==> src/rtl/core/assert_macros.svh <==
// ----------------------------------------------------------------------------
// assert_macros.svh
// Assertion helpers used by the RTL of the line parser.
// ----------------------------------------------------------------------------
`ifndef ASSERT_MACROS_SVH
`define ASSERT_MACROS_SVH

// checked at every edge outside reset
`define GFA_ASSERT(lbl, prop, msg) \
  lbl: assert property (@(posedge clk_i) disable iff (!rst_ni) prop) else $error(msg);

// checked at every edge, reset included
`define GFA_ASSERT_ALWAYS(lbl, prop, msg) \
  lbl: assert property (@(posedge clk_i) prop) else $error(msg);

`endif

==> src/rtl/core/gfa_lsp_pkg.sv <==
// ----------------------------------------------------------------------------
// gfa_lsp_pkg
// Shared widths, character codes and record types of the GFA line parser.
// ----------------------------------------------------------------------------
package gfa_lsp_pkg;

  // id and length widths
  localparam int unsigned ID_BITS  = 31;
  localparam int unsigned LEN_BITS = 32;

  localparam logic [ID_BITS-1:0]  ID_MAX  = '1;
  localparam logic [LEN_BITS-1:0] LEN_MAX = '1;

  // character codes
  localparam logic [7:0] CH_LF    = 8'h0A;
  localparam logic [7:0] CH_TAB   = 8'h09;
  localparam logic [7:0] CH_PLUS  = 8'h2B;
  localparam logic [7:0] CH_COMMA = 8'h2C;
  localparam logic [7:0] CH_ZERO  = 8'h30;
  localparam logic [7:0] CH_NINE  = 8'h39;
  localparam logic [7:0] CH_LT    = 8'h3C;
  localparam logic [7:0] CH_GT    = 8'h3E;
  localparam logic [7:0] CH_P     = 8'h50;
  localparam logic [7:0] CH_S     = 8'h53;
  localparam logic [7:0] CH_W     = 8'h57;

  // record kinds
  typedef enum logic [1:0] {
    KIND_SEGMENT = 2'd0,
    KIND_PATH    = 2'd1,
    KIND_WALK    = 2'd2
  } kind_e;

  // one result word
  typedef struct packed {
    kind_e               kind;
    logic [ID_BITS-1:0]  id;
    logic                fwd;
    logic [LEN_BITS-1:0] len;
    logic                last;
    logic                sat;
  } rec_t;

endpackage

==> src/rtl/core/gfa_lsp_byte_if.sv <==
// ----------------------------------------------------------------------------
// gfa_lsp_byte_if
// Valid/ready channel carrying one text byte per word.
// ----------------------------------------------------------------------------
interface gfa_lsp_byte_if;
  logic       valid;
  logic       ready;
  logic [7:0] text_byte;

  modport source (output valid, output text_byte, input ready);
  modport sink (input valid, input text_byte, output ready);
endinterface

==> src/rtl/core/gfa_lsp_rec_if.sv <==
// ----------------------------------------------------------------------------
// gfa_lsp_rec_if
// Valid/ready channel carrying one parsed record per word.
// ----------------------------------------------------------------------------
interface gfa_lsp_rec_if;
  logic                             valid;
  logic                             ready;
  logic [1:0]                       record_kind;
  logic [gfa_lsp_pkg::ID_BITS-1:0]  segment_id;
  logic                             forward;
  logic [gfa_lsp_pkg::LEN_BITS-1:0] seq_length;
  logic                             last_in_line;
  logic                             id_saturated;

  modport source (
    output valid, output record_kind, output segment_id, output forward,
    output seq_length, output last_in_line, output id_saturated, input ready
  );
  modport sink (
    input valid, input record_kind, input segment_id, input forward,
    input seq_length, input last_in_line, input id_saturated, output ready
  );
endinterface

==> src/rtl/core/gfa_lsp_in_reg.sv <==
// ----------------------------------------------------------------------------
// gfa_lsp_in_reg
// Input register: holds one text byte until the parser step consumes it.
// ----------------------------------------------------------------------------
module gfa_lsp_in_reg (
  input  logic                clk_i,
  input  logic                rst_ni,
  gfa_lsp_byte_if.sink        text_i,
  input  logic                advance_i,
  output logic                valid_o,
  output logic [7:0]          byte_o
);

  logic       valid_q, valid_d;
  logic [7:0] byte_q, byte_d;
  logic       take;

  // free when empty or when the held byte moves on this cycle
  assign text_i.ready = !valid_q || advance_i;
  assign take         = text_i.valid && text_i.ready;

  always_comb begin
    valid_d = valid_q;
    byte_d  = byte_q;
    if (take) begin
      valid_d = 1'b1;
      byte_d  = text_i.text_byte;
    end else if (advance_i) begin
      valid_d = 1'b0;
    end
  end

  always_ff @(posedge clk_i or negedge rst_ni) begin
    if (!rst_ni) begin
      valid_q <= 1'b0;
    end else begin
      valid_q <= valid_d;
    end
  end

  always_ff @(posedge clk_i) begin
    byte_q <= byte_d;
  end

  assign valid_o = valid_q;
  assign byte_o  = byte_q;

endmodule

==> src/rtl/core/gfa_lsp_core.sv <==
// ----------------------------------------------------------------------------
// gfa_lsp_core
// Line state and one-byte parse step: line type, field tracking, id digits
// and sequence length; flags a record when one is due.
// ----------------------------------------------------------------------------
module gfa_lsp_core (
  input  logic              clk_i,
  input  logic              rst_ni,
  input  logic              step_i,
  input  logic [7:0]        byte_i,
  output logic              emit_o,
  output gfa_lsp_pkg::rec_t rec_o
);

  typedef enum logic [1:0] {
    LT_OTHER = 2'd0,
    LT_SEG   = 2'd1,
    LT_PATH  = 2'd2,
    LT_WALK  = 2'd3
  } line_e;

  typedef enum logic [1:0] {
    COL_START = 2'd0,
    COL_SKIP  = 2'd1,
    COL_EMPTY = 2'd2,
    COL_OPEN  = 2'd3
  } col_e;

  localparam logic [2:0] FIELD_SEQ  = 3'd1;
  localparam logic [2:0] FIELD_LIST = 3'd1;
  localparam logic [2:0] FIELD_WALK = 3'd5;
  localparam int unsigned PW = gfa_lsp_pkg::ID_BITS + 4;

  line_e                            line_q, line_d;
  col_e                             col_q, col_d;
  logic [2:0]                       field_q, field_d;
  logic [gfa_lsp_pkg::ID_BITS-1:0]  acc_q, acc_d;
  logic                             ended_q, ended_d;
  logic                             ov_q, ov_d;
  logic                             strand_q, strand_d;
  logic [7:0]                       prev_q, prev_d;
  logic [gfa_lsp_pkg::LEN_BITS-1:0] len_q, len_d;
  logic                             fin_q, fin_d;

  // shared digit unit
  logic                            feed_en, clr;
  logic [7:0]                      feed_byte;
  logic                            is_dig;
  logic [3:0]                      dig;
  logic [PW-1:0]                   prod;
  logic                            prod_sat;
  logic [gfa_lsp_pkg::ID_BITS-1:0] feed_acc;
  logic                            feed_ended, feed_ov;
  logic                            is_tab, is_sep, is_arrow;

  assign is_dig   = (feed_byte >= gfa_lsp_pkg::CH_ZERO) && (feed_byte <= gfa_lsp_pkg::CH_NINE);
  assign dig      = 4'(feed_byte - gfa_lsp_pkg::CH_ZERO);
  // acc * 10 + digit, wide enough to never wrap
  assign prod     = PW'({acc_q, 3'b000}) + PW'({acc_q, 1'b0}) + PW'(dig);
  assign prod_sat = prod > PW'(gfa_lsp_pkg::ID_MAX);

  always_comb begin
    feed_acc   = acc_q;
    feed_ended = ended_q;
    feed_ov    = ov_q;
    if (!ended_q) begin
      if (!is_dig) begin
        feed_ended = 1'b1;
      end else if (prod_sat) begin
        feed_acc = gfa_lsp_pkg::ID_MAX;
        feed_ov  = 1'b1;
      end else begin
        feed_acc = prod[gfa_lsp_pkg::ID_BITS-1:0];
      end
    end
  end

  assign is_tab   = byte_i == gfa_lsp_pkg::CH_TAB;
  assign is_sep   = is_tab || (byte_i == gfa_lsp_pkg::CH_COMMA);
  assign is_arrow = (byte_i == gfa_lsp_pkg::CH_GT) || (byte_i == gfa_lsp_pkg::CH_LT);
  assign feed_byte = (line_q == LT_PATH) ? prev_q : byte_i;

  // parse step
  always_comb begin
    line_d   = line_q;
    col_d    = col_q;
    field_d  = field_q;
    strand_d = strand_q;
    prev_d   = prev_q;
    len_d    = len_q;
    fin_d    = fin_q;
    feed_en  = 1'b0;
    clr      = 1'b0;
    emit_o   = 1'b0;
    rec_o.kind = gfa_lsp_pkg::KIND_SEGMENT;
    rec_o.id   = acc_q;
    rec_o.fwd  = 1'b0;
    rec_o.len  = '0;
    rec_o.last = 1'b0;
    rec_o.sat  = ov_q;

    if (byte_i == gfa_lsp_pkg::CH_LF) begin
      // end of line: flush pending record and start over
      rec_o.last = 1'b1;
      unique case (line_q)
        LT_SEG: begin
          emit_o    = 1'b1;
          rec_o.len = len_q;
        end
        LT_PATH: begin
          emit_o     = (field_q == FIELD_LIST) && !fin_q;
          rec_o.kind = gfa_lsp_pkg::KIND_PATH;
          rec_o.fwd  = (col_q == COL_OPEN) && (prev_q == gfa_lsp_pkg::CH_PLUS);
        end
        LT_WALK: begin
          emit_o     = (field_q == FIELD_WALK) && !fin_q;
          rec_o.kind = gfa_lsp_pkg::KIND_WALK;
          if (col_q == COL_OPEN) begin
            rec_o.fwd = strand_q;
          end else begin
            rec_o.id = '0;
          end
        end
        default: begin
          emit_o = 1'b0;
        end
      endcase
      line_d   = LT_OTHER;
      col_d    = COL_START;
      field_d  = '0;
      fin_d    = 1'b0;
      strand_d = 1'b0;
      prev_d   = '0;
      len_d    = '0;
      clr      = 1'b1;
    end else if (col_q == COL_START) begin
      // first byte gives the line type
      priority if (byte_i == gfa_lsp_pkg::CH_S) begin
        line_d = LT_SEG;
      end else if (byte_i == gfa_lsp_pkg::CH_P) begin
        line_d = LT_PATH;
      end else if (byte_i == gfa_lsp_pkg::CH_W) begin
        line_d = LT_WALK;
      end else begin
        line_d = LT_OTHER;
      end
      col_d = COL_SKIP;
    end else if (col_q == COL_SKIP) begin
      col_d = COL_EMPTY;
    end else begin
      unique case (line_q)
        LT_SEG: begin
          if (field_q == '0) begin
            if (is_tab) field_d = FIELD_SEQ;
            else        feed_en = 1'b1;
          end else if (field_q == FIELD_SEQ) begin
            if (is_tab) begin
              field_d = FIELD_SEQ + 3'd1;
            end else if (len_q != gfa_lsp_pkg::LEN_MAX) begin
              len_d = len_q + gfa_lsp_pkg::LEN_BITS'(1);
            end
          end
        end
        LT_PATH: begin
          if (!fin_q) begin
            if (field_q == '0) begin
              if (is_tab) begin
                field_d = FIELD_LIST;
                col_d   = COL_EMPTY;
                clr     = 1'b1;
              end
            end else if (is_sep) begin
              // element closed: its last char is the orientation
              emit_o     = 1'b1;
              rec_o.kind = gfa_lsp_pkg::KIND_PATH;
              rec_o.fwd  = (col_q == COL_OPEN) && (prev_q == gfa_lsp_pkg::CH_PLUS);
              rec_o.last = is_tab;
              fin_d      = fin_q || is_tab;
              col_d      = COL_EMPTY;
              clr        = 1'b1;
            end else begin
              feed_en = col_q == COL_OPEN;
              prev_d  = byte_i;
              col_d   = COL_OPEN;
            end
          end
        end
        LT_WALK: begin
          if (!fin_q) begin
            if (field_q < FIELD_WALK) begin
              if (is_tab) begin
                field_d = field_q + 3'd1;
                col_d   = COL_EMPTY;
                clr     = 1'b1;
              end
            end else if (col_q == COL_EMPTY) begin
              if (is_tab) begin
                // empty walk gives one null step
                emit_o     = 1'b1;
                rec_o.kind = gfa_lsp_pkg::KIND_WALK;
                rec_o.id   = '0;
                rec_o.last = 1'b1;
                fin_d      = 1'b1;
              end else begin
                strand_d = byte_i == gfa_lsp_pkg::CH_GT;
                col_d    = COL_OPEN;
                clr      = 1'b1;
              end
            end else if (is_tab) begin
              emit_o     = 1'b1;
              rec_o.kind = gfa_lsp_pkg::KIND_WALK;
              rec_o.fwd  = strand_q;
              rec_o.last = 1'b1;
              fin_d      = 1'b1;
            end else if (is_arrow) begin
              emit_o     = 1'b1;
              rec_o.kind = gfa_lsp_pkg::KIND_WALK;
              rec_o.fwd  = strand_q;
              strand_d   = byte_i == gfa_lsp_pkg::CH_GT;
              clr        = 1'b1;
            end else begin
              feed_en = 1'b1;
            end
          end
        end
        default: begin
          line_d = line_q;
        end
      endcase
    end

    // id accumulator update
    if (clr) begin
      acc_d   = '0;
      ended_d = 1'b0;
      ov_d    = 1'b0;
    end else if (feed_en) begin
      acc_d   = feed_acc;
      ended_d = feed_ended;
      ov_d    = feed_ov;
    end else begin
      acc_d   = acc_q;
      ended_d = ended_q;
      ov_d    = ov_q;
    end
  end

  always_ff @(posedge clk_i or negedge rst_ni) begin
    if (!rst_ni) begin
      line_q   <= LT_OTHER;
      col_q    <= COL_START;
      field_q  <= '0;
      acc_q    <= '0;
      ended_q  <= 1'b0;
      ov_q     <= 1'b0;
      strand_q <= 1'b0;
      prev_q   <= '0;
      len_q    <= '0;
      fin_q    <= 1'b0;
    end else if (step_i) begin
      line_q   <= line_d;
      col_q    <= col_d;
      field_q  <= field_d;
      acc_q    <= acc_d;
      ended_q  <= ended_d;
      ov_q     <= ov_d;
      strand_q <= strand_d;
      prev_q   <= prev_d;
      len_q    <= len_d;
      fin_q    <= fin_d;
    end
  end

endmodule

==> src/rtl/core/gfa_lsp_out_reg.sv <==
// ----------------------------------------------------------------------------
// gfa_lsp_out_reg
// Result register: holds one record until the downstream side takes it.
// ----------------------------------------------------------------------------
module gfa_lsp_out_reg (
  input  logic              clk_i,
  input  logic              rst_ni,
  input  logic              load_i,
  input  logic              emit_i,
  input  gfa_lsp_pkg::rec_t rec_i,
  output logic              free_o,
  gfa_lsp_rec_if.source     rec_o
);

  logic              valid_q, valid_d;
  gfa_lsp_pkg::rec_t rec_q, rec_d;

  // room for a new word when empty or draining now
  assign free_o = !valid_q || rec_o.ready;

  always_comb begin
    valid_d = valid_q;
    rec_d   = rec_q;
    if (load_i) begin
      valid_d = emit_i;
      rec_d   = rec_i;
    end else if (rec_o.ready) begin
      valid_d = 1'b0;
    end
  end

  always_ff @(posedge clk_i or negedge rst_ni) begin
    if (!rst_ni) begin
      valid_q <= 1'b0;
    end else begin
      valid_q <= valid_d;
    end
  end

  always_ff @(posedge clk_i) begin
    rec_q <= rec_d;
  end

  assign rec_o.valid        = valid_q;
  assign rec_o.record_kind  = rec_q.kind;
  assign rec_o.segment_id   = rec_q.id;
  assign rec_o.forward      = rec_q.fwd;
  assign rec_o.seq_length   = rec_q.len;
  assign rec_o.last_in_line = rec_q.last;
  assign rec_o.id_saturated = rec_q.sat;

endmodule

==> src/rtl/core/gfa_line_stream_parser.sv <==
// Path of a record: the byte causing it is accepted into the input register, then the
// parse step writes the record into the result register, which drives rec_o.
// Throughput: one byte per cycle; the parse step advances whenever the result
// register is empty or being drained, so a stalled rec_o holds back text_i.
// Reset (rst_ni low, asynchronous): both registers empty, line state at line start.
// ----------------------------------------------------------------------------
// gfa_line_stream_parser
// GFA text parser: bytes in, segment / path step / walk step records out.
// ----------------------------------------------------------------------------
`include "assert_macros.svh"

module gfa_line_stream_parser (
  input  logic          clk_i,
  input  logic          rst_ni,
  gfa_lsp_byte_if.sink  text_i,
  gfa_lsp_rec_if.source rec_o
);

  logic              in_valid;
  logic [7:0]        in_byte;
  logic              out_free;
  logic              advance;
  logic              emit;
  gfa_lsp_pkg::rec_t rec;

  // parse step runs when a byte is held and the result slot is free
  assign advance = in_valid && out_free;

  gfa_lsp_in_reg u_in_reg (
    .clk_i     (clk_i),
    .rst_ni    (rst_ni),
    .text_i    (text_i),
    .advance_i (advance),
    .valid_o   (in_valid),
    .byte_o    (in_byte)
  );

  gfa_lsp_core u_core (
    .clk_i  (clk_i),
    .rst_ni (rst_ni),
    .step_i (advance),
    .byte_i (in_byte),
    .emit_o (emit),
    .rec_o  (rec)
  );

  gfa_lsp_out_reg u_out_reg (
    .clk_i  (clk_i),
    .rst_ni (rst_ni),
    .load_i (advance),
    .emit_i (emit),
    .rec_i  (rec),
    .free_o (out_free),
    .rec_o  (rec_o)
  );

  // checks
  `GFA_ASSERT(a_accept_fills_in_reg, text_i.valid && text_i.ready |=> in_valid, "accepted byte lost")
  `GFA_ASSERT(a_step_len_zero, rec_o.valid && rec_o.record_kind != gfa_lsp_pkg::KIND_SEGMENT |-> rec_o.seq_length == '0, "step record with length")
  `GFA_ASSERT(a_seg_is_last, rec_o.valid && rec_o.record_kind == gfa_lsp_pkg::KIND_SEGMENT |-> rec_o.last_in_line, "segment record not last")
  `GFA_ASSERT(a_sat_is_max, rec_o.valid && rec_o.id_saturated |-> rec_o.segment_id == gfa_lsp_pkg::ID_MAX, "saturated id not clamped")
  `GFA_ASSERT_ALWAYS(a_reset_empty, !rst_ni |-> !rec_o.valid && !in_valid, "registers not empty in reset")

endmodule
==> src/flat_wrapper.sv <==
// flat-port wrapper written by rule: the top's interface ports become plain ports
module gfa_line_stream_parser_flat 
  (clk_i, rst_ni, text_i_valid, text_i_text_byte, text_i_ready, rec_o_valid, rec_o_record_kind, rec_o_segment_id, rec_o_forward, rec_o_seq_length, rec_o_last_in_line, rec_o_id_saturated, rec_o_ready);
  gfa_lsp_byte_if text_i_i ();
  gfa_lsp_rec_if rec_o_i ();
  input  logic clk_i;
  input  logic rst_ni;
  input wire logic [$bits(text_i_i.valid)-1:0] text_i_valid;
  input wire logic [$bits(text_i_i.text_byte)-1:0] text_i_text_byte;
  output wire logic [$bits(text_i_i.ready)-1:0] text_i_ready;
  output wire logic [$bits(rec_o_i.valid)-1:0] rec_o_valid;
  output wire logic [$bits(rec_o_i.record_kind)-1:0] rec_o_record_kind;
  output wire logic [$bits(rec_o_i.segment_id)-1:0] rec_o_segment_id;
  output wire logic [$bits(rec_o_i.forward)-1:0] rec_o_forward;
  output wire logic [$bits(rec_o_i.seq_length)-1:0] rec_o_seq_length;
  output wire logic [$bits(rec_o_i.last_in_line)-1:0] rec_o_last_in_line;
  output wire logic [$bits(rec_o_i.id_saturated)-1:0] rec_o_id_saturated;
  input wire logic [$bits(rec_o_i.ready)-1:0] rec_o_ready;
  assign text_i_i.valid = text_i_valid;
  assign text_i_i.text_byte = text_i_text_byte;
  assign text_i_ready = text_i_i.ready;
  assign rec_o_valid = rec_o_i.valid;
  assign rec_o_record_kind = rec_o_i.record_kind;
  assign rec_o_segment_id = rec_o_i.segment_id;
  assign rec_o_forward = rec_o_i.forward;
  assign rec_o_seq_length = rec_o_i.seq_length;
  assign rec_o_last_in_line = rec_o_i.last_in_line;
  assign rec_o_id_saturated = rec_o_i.id_saturated;
  assign rec_o_i.ready = rec_o_ready;
  gfa_line_stream_parser u_core (.clk_i(clk_i), .rst_ni(rst_ni), .text_i(text_i_i), .rec_o(rec_o_i));
endmodule
==> config.mk <==
export PLATFORM = sky130hd
export DESIGN_NAME = gfa_line_stream_parser_flat
export DESIGN_NICKNAME = d
export VERILOG_FILES = /design/src/rtl/core/gfa_lsp_pkg.sv /design/src/rtl/core/gfa_lsp_byte_if.sv /design/src/rtl/core/gfa_lsp_rec_if.sv /design/src/rtl/core/gfa_lsp_in_reg.sv /design/src/rtl/core/gfa_lsp_core.sv /design/src/rtl/core/gfa_lsp_out_reg.sv /design/src/rtl/core/gfa_line_stream_parser.sv /design/src/flat_wrapper.sv
export VERILOG_INCLUDE_DIRS = /design/src /design/src/rtl/core
export SDC_FILE = /design/constraint.sdc
export NUM_CORES = 1
export LEC_CHECK = 0
export BUFFER_PORTS_ARGS = -buffer_cell sky130_fd_sc_hd__buf_2
export CAP_MARGIN = 20
export CORE_UTILIZATION = 55
export CTS_CLUSTER_SIZE = 12
export DETAILED_ROUTE_END_ITERATION = 8
export PLACE_DENSITY_LB_ADDON = 0.15
export SLEW_MARGIN = 0
export SYNTH_ARGS = -nofsm -noshare
export SYNTH_HDL_FRONTEND = slang
export SYNTH_SLANG_ARGS = --single-unit
==> constraint.sdc <==
create_clock -name clk_i -period 3.49 [get_ports clk_i]
set_input_delay 0.349 -clock clk_i [delete_from_list [all_inputs] [get_ports clk_i]]
set_output_delay 0.349 -clock clk_i [all_outputs]
set_load 0.005 [all_outputs]
* Word-level counts from Yosys, hierarchy flattened
Index checks and enable logic that the tools add are counted.
** Operators by class
- Add/sub/neg operators :: 5
- Magnitude comparators :: 4
- Eq/ne operators :: 37
- Multiplexer cells :: 155
- Reduce and logical (&&, ||, !) cells :: 42
** Operators by type and width (number)
- $mux W31 :: 9
- $mux W32 :: 8
- $mux W34 :: 5
- $mux W1 :: 82
- $mux W8 :: 8
- $mux W2 :: 18
- $mux W3 :: 12
- $add A34 B32 Y35 :: 1
- $add A35 B4 Y35 :: 1
- $gt A35 B31 Y1 const B :: 1
- $mux W33 :: 1
- $add A32 B1 Y32 const B :: 1
- $eq A8 B6 Y1 const B :: 4
- $ne A32 B32 Y1 const B :: 1
- $eq A8 B7 Y1 const B :: 3
- $reduce_bool A2 Y1 :: 11
- $eq A8 B4 Y1 const B :: 2
- $reduce_and A8 Y1 :: 2
- $ne A6 B6 Y1 const B :: 2
- $pmux W1 S2 :: 6
- $pmux W2 S2 :: 3
- $reduce_and A11 Y1 :: 1
- $ne A3 B3 Y1 const B :: 3
- $pmux W3 S3 :: 1
- other kinds (30) :: 57
** Word-level totals
- Flip-flop bits (word level) :: 160
- Output and inout bits :: 70
- Word-level logic and storage cells :: 262

* Depth between registers and ports, before layout
- Depth in word-level cells :: 13
- Mapped depth :: 17

* Hierarchy
From an unflattened synthesis, not the netlist that was laid out.
** Unflattened totals
- Cell total of the unflattened synthesis :: 950
- Area, all modules :: 9372.7 µm²
** Modules (own cells, without submodules)
- gfa_lsp_core :: times used 1, cells an instance 865, area an instance 6979.2 µm², seq. area each 2052.0 µm²
- gfa_lsp_out_reg :: times used 1, cells an instance 72, area an instance 2093.3 µm², seq. area each 2067.0 µm²
- gfa_lsp_in_reg :: times used 1, cells an instance 12, area an instance 294.0 µm², seq. area each 265.3 µm²
- gfa_line_stream_parser :: times used 1, cells an instance 1, area an instance 6.3 µm², seq. area each 0.0 µm²

* Worst setup path after synthesis
OpenSTA, ideal clock, no wires.
- Path type :: reg-to-reg
- Start :: reg u_core.u_core.line_q[1]
- End :: reg u_core.u_core.acc_q[30] (netlist bit)
- Arrival time :: 3587 ps
- Setup slack :: -226 ps
- Cell stages (with the launch flop) :: 17
- Path buffers :: 2
- Cell sequence :: dfrtp_1 nor2b_1 clkbuf_1 nand2_1 nand2_1 fa_1 inv_1 fa_1 nand2b_1 a21oi_1 o21a_1 a211oi_1 o31ai_1 mux2i_1 a211oi_1 buf_2 a31oi_1
** Between the ends
- Cells in the longest elaborated chain, start to end :: 10
- Elaborated cells on any way between the ends :: 27
- Classes of those cells :: add/sub: 2; order compare: 3; eq/ne: 4; mux: 14; reduce/logical: 4
** RTL lines
- start: declaration :: RTL line gfa_lsp_core.sv:34 : line_e line_q, line_d;
- start signal: assignment :: RTL line gfa_lsp_core.sv:261 : line_q <= line_d;
- $eq A2 B2 Y1 :: RTL line gfa_lsp_core.sv:81, gfa_lsp_core.sv:151
- $mux W8 :: RTL line gfa_lsp_core.sv:81 : assign feed_byte = (line_q == LT_PATH) ? prev_q : byte_i;
- $sub A4 B1 Y4 :: RTL line gfa_lsp_core.sv:57 : assign dig = 4'(feed_byte - gfa_lsp_pkg::CH_ZERO);
- $add A35 B4 Y35 :: RTL line gfa_lsp_core.sv:59 : assign prod = PW'({acc_q, 3'b000}) + PW'({acc_q, 1'b0}) + PW'(dig);
- $gt A35 B31 Y1 :: RTL line gfa_lsp_core.sv:60 : assign prod_sat = prod > PW'(gfa_lsp_pkg::ID_MAX);
- $mux W31 :: RTL line gfa_lsp_core.sv:69 : end else if (prod_sat) begin
- $mux W31 :: RTL line gfa_lsp_core.sv:67 : if (!is_dig) begin
- $mux W31 :: RTL line gfa_lsp_core.sv:66 : if (!ended_q) begin
- $mux W31 :: RTL line gfa_lsp_core.sv:237 : end else if (feed_en) begin
- $mux W31 :: RTL line gfa_lsp_core.sv:233 : if (clr) begin
- end signal: assignment :: RTL line gfa_lsp_core.sv:253 : acc_q <= '0;
- end signal: assignment :: RTL line gfa_lsp_core.sv:264 : acc_q <= acc_d;
- end: declaration :: RTL line gfa_lsp_core.sv:37 : logic [gfa_lsp_pkg::ID_BITS-1:0] acc_q, acc_d;
Several ways; a longest one is shown, not always the timed one. The select of a mux whose other input is x is not followed.
A chain may end at the register's enable or synchronous reset.

* Final worst setup path
- Start :: reg u_core.u_core.line_q[1]
- End :: reg u_core.u_core.acc_q[13] (netlist bit)
Same word-level chain as after synthesis.

==> metrics.md <==
| Metric | Value |
|---|---|
| First-pass GRT wire length | around 38000 microns |
| Crit path required time | 3.80 ns |
| Critical path origin | u_core.u_core.line_q[1] |
| Ant diodes | 0 |
| Origin of the critical flop-to-flop path | u_core.u_core.line_q[1] |
| Layout Skew | between 0.01 and 0.015 ns |
| Min setup slack post-route | -0.103 ns |
| Async S/R FF share, synth | 52.5% |
| Worst slew pin tran | 0.964 ns |
| Synth Register Bits | 160 |
| Seq. cell area | approximately 4400 sq um |
| Area of the multi-input gates | about 5200 sq um |
| Worst-Skew Late Latency | 0.44 ns |
| Failing checks | design-rule violations, negative setup slack |
| DRT antenna net count | 0 |
| Ports | around 80 |
| Post-Syn Area | 9640 sq um |
| Die H | approximately 130 microns |
| DRT iter0 DRCs | 777 |
| Area leader, netlist | edfxtp_1 |
| Max Cap Viol | 0 |
| Global-route usage over all layers | 26.6% |
| Clock buffer depth | 2 |
| Highest clock rate | roughly 280 MHz |
| CTS tree | built |
| # rows | 48 |
| R2r worst-path depth | 14 |
| Most common flop cell mapped by yosys | dfrtp_1 |
| Hold Slack | 0.0213 ns |
| Initial Utilization | 55.9% |
| Layout cells sized above 1 | between 20% and 30% |
| CP arrival | 3.91 ns |
| Startpoint Class | flop |
| Port buffer count | 81 |
| Die width | 134 microns |
| Remaining DRCs | 1 |
| Post-Syn Nets | 1049 |
| Sink Count | 160 |
| Comb power frac | 3.0% |
| FF-to-FF End | u_core.u_core.acc_q[13] |
| WL/cell | 18.2 microns |
| Setup_tns | -1.21 ns |
| Final Cell Area | 11400 sq um |
| VDD IR-drop max | 0.417 mV |
| Syn Inst Count | 970 |
| Number of global-route vias before repair | 7420 |
| Final Hold Vio Count | 0 |
| Largest net degree at the start of global routing | just under 80 |
| Area grow syn2layout | 18.0% |
| YS warnings | 0 |
| Fin nets | 1147 |
| CTS H-tree depth | 4 |
| Internal | 3.06 mW |
| CTS buffer count | 17 |
| Wirelength, routed | 23700 microns |
| Worst min path class | input pin to asynchronous set/reset pin |
| Seq/Total Area, Yosys | a little under half |
| Final design utilization | 66.0% |
| Grt ovf | 0 |
| Max Fanout on Critical Path | 16 |
| Filler instances | 1334 |
| Net Sw Frac | 23.0% |
| Die ar. | ~18000 sq um |
| Vias | 7981 |
| Clk root buf | clkbuf_16 |
| Most frequent cells in the layout | a21oi_1 (109), dfrtp_1 (84), buf_2 (81) |
| Synth cell types | 67 |
| Most common cell after layout, fill and taps aside | a21oi_1 |
| Tcrit/Tclk final | 103% |
| Cell Pwr Density | 349 nW/um^2 |
| Worst slew margin relative to its limit | 35.7% |
| Clock share of power | 45.9% |
| Crit end category | flop |
| Unrepaired setup endpoints after global routing | true |
| Flop2flop setup slack | -0.10 ns |
| Core area | 17200 sq um |
| Pleak | just over 5 nW |
| Top-area cell type share of the netlist area | about a quarter |
| Final setup viols | 25 |
| Clk pin slew, worst setup/hold paths | 0.07 ns |
| Syn avg cell area | ~10 sq um |
| EDFF count, synth | between 70 and 80 |
| Initial antenna violation count | 0 |
| Max-slew violation count | 0 |
| Net switching power | 0.913 mW |
| Crit Path Category | flop to flop |
| Top cells by area in the synthesized netlist | edfxtp_1 (24%), dfrtp_1 (22%), ha_1 (8.4%) |
| Pre-antenna DRT Iters | 7 |
| Placed inst area | 10400 sq um |
| Crit path time final | roughly 3.6 ns |
| Outcome | finished with violations |
| Detailed Place HPWL | approximately 16000 microns |
| Sequential share of power | 51.1% |
| Final Wtd Congestion | 0.898 |
| Post-DR vias/cell | 6.11 |
worst max-delay path by stage:
stage                                          to  depth (start not counted)  slack (ns)
after global routing      u_core.u_core.acc_q[16]                         18       -0.23
final                     u_core.u_core.acc_q[13]                         14       -0.10
after global placement     u_core.u_core.acc_q[3]                         15        0.04
after CTS                 u_core.u_core.acc_q[17]                         16       0.008
after floorplan           u_core.u_core.acc_q[30]                         16        0.01
after detailed placement  u_core.u_core.acc_q[17]                         14       -0.08
metal layers:
| layer | vias to the layer above | routed length (microns) | track usage (%) |
|---|---|---|---|
| met5 | - | 0 | 0 |
| met4 | 0 | 410 | 8.05 |
| met3 | 37 | 1250 | 4.35 |
| met2 | 292 | 11400 | 43.2 |
| li1 | 3810 | - | - |
| met1 | 3842 | 10600 | 36.7 |
power groups by stage:
stage | clock network, mW | registers [mW] | logic (mW)
2_1_floorplan | 0 | 2.07 | 0.0400
3_3_place_gp | 0 | 2.07 | 0.115
3_5_place_dp | 0 | 2.07 | 0.117
4_1_cts | 1.85 | 2.03 | 0.118
5_1_grt | 1.93 | 2.04 | 0.134
6_report | 1.82 | 2.03 | 0.119
sequential cells by signal (all words and copies together) (netlist names), 2 cells and up:
signal,count
u_core.u_in_reg.byte_o,8
u_core.u_core.len_q,32
u_core.u_out_reg.rec_o.seq_length,32
u_core.u_core.prev_q,8
u_core.u_core.acc_q,31
u_core.u_out_reg.rec_o.record_kind,2
u_core.u_out_reg.rec_o.segment_id,31
u_core.u_core.line_q,2
u_core.u_core.col_q,2
u_core.u_core.field_q,3
critical path, stage by stage (launching register included):
cell and delay, ns:
dfrtp_1 0.43, nor2b_4 0.17, nand2_2 0.08, nand2_2 0.08
fa_1 0.52, ha_1 0.34, a211oi_2 0.25, o211ai_1 0.16
a21oi_2 0.26, a21o_1 0.20, buf_4 0.11, o211ai_1 0.22
buf_6 0.26, a21oi_1 0.27, a31oi_4 0.12
cell families after synthesis:
kind of cell / synth area share [%]
AO/OA/AOI/OAI: 18.9
buffers and inverters: 3.79
XOR/XNOR: 4.54
AND/OR/NAND/NOR: 17.3
flip-flops: 45.5
multiplexers: 1.13
adder cells (fa/ha/maj): 8.85
stage by stage:
step,power (mW),setup slack [ns],instances
after detailed placement,2.19,-0.0839,1263
after global routing,4.10,-0.233,1306
after CTS,4.00,0.00828,1298
after floorplan,2.11,0.00974,970
final,3.97,-0.103,1306
after global placement,2.19,0.0396,1262
final cells by class:
class                   instances  area share, %
multi-input cells             732           45.4
flip-flops and latches        160           38.5
repair buffers                138           7.94
clock buffers                  17           3.74
well taps                     225           2.47
clock inverters                15           1.30
inverters                      19          0.638
synthesized netlist by cell type, types with 14 or more instances:
cell type,number
a21oi_1,116
dfrtp_1,84
edfxtp_1,76
nor2_1,68
ha_1,65
nand2_1,61
and3_1,45
and2_1,37
o21ai_0,34
clkbuf_1,30
xor2_1,29
nand3_1,27
a31oi_1,26
buf_2,21
xnor2_1,21
nand4_1,19
inv_1,18
a21o_1,14
nor3_1,14
repair_timing:
action	in CTS	in global routing
endpoints found under the setup margin	32	32
cloned	2	2
resized for setup	13	41
pin swaps	1	14
buffers inserted	1	7
hold buffers	0	0
(Power assumes the default switching activity.)
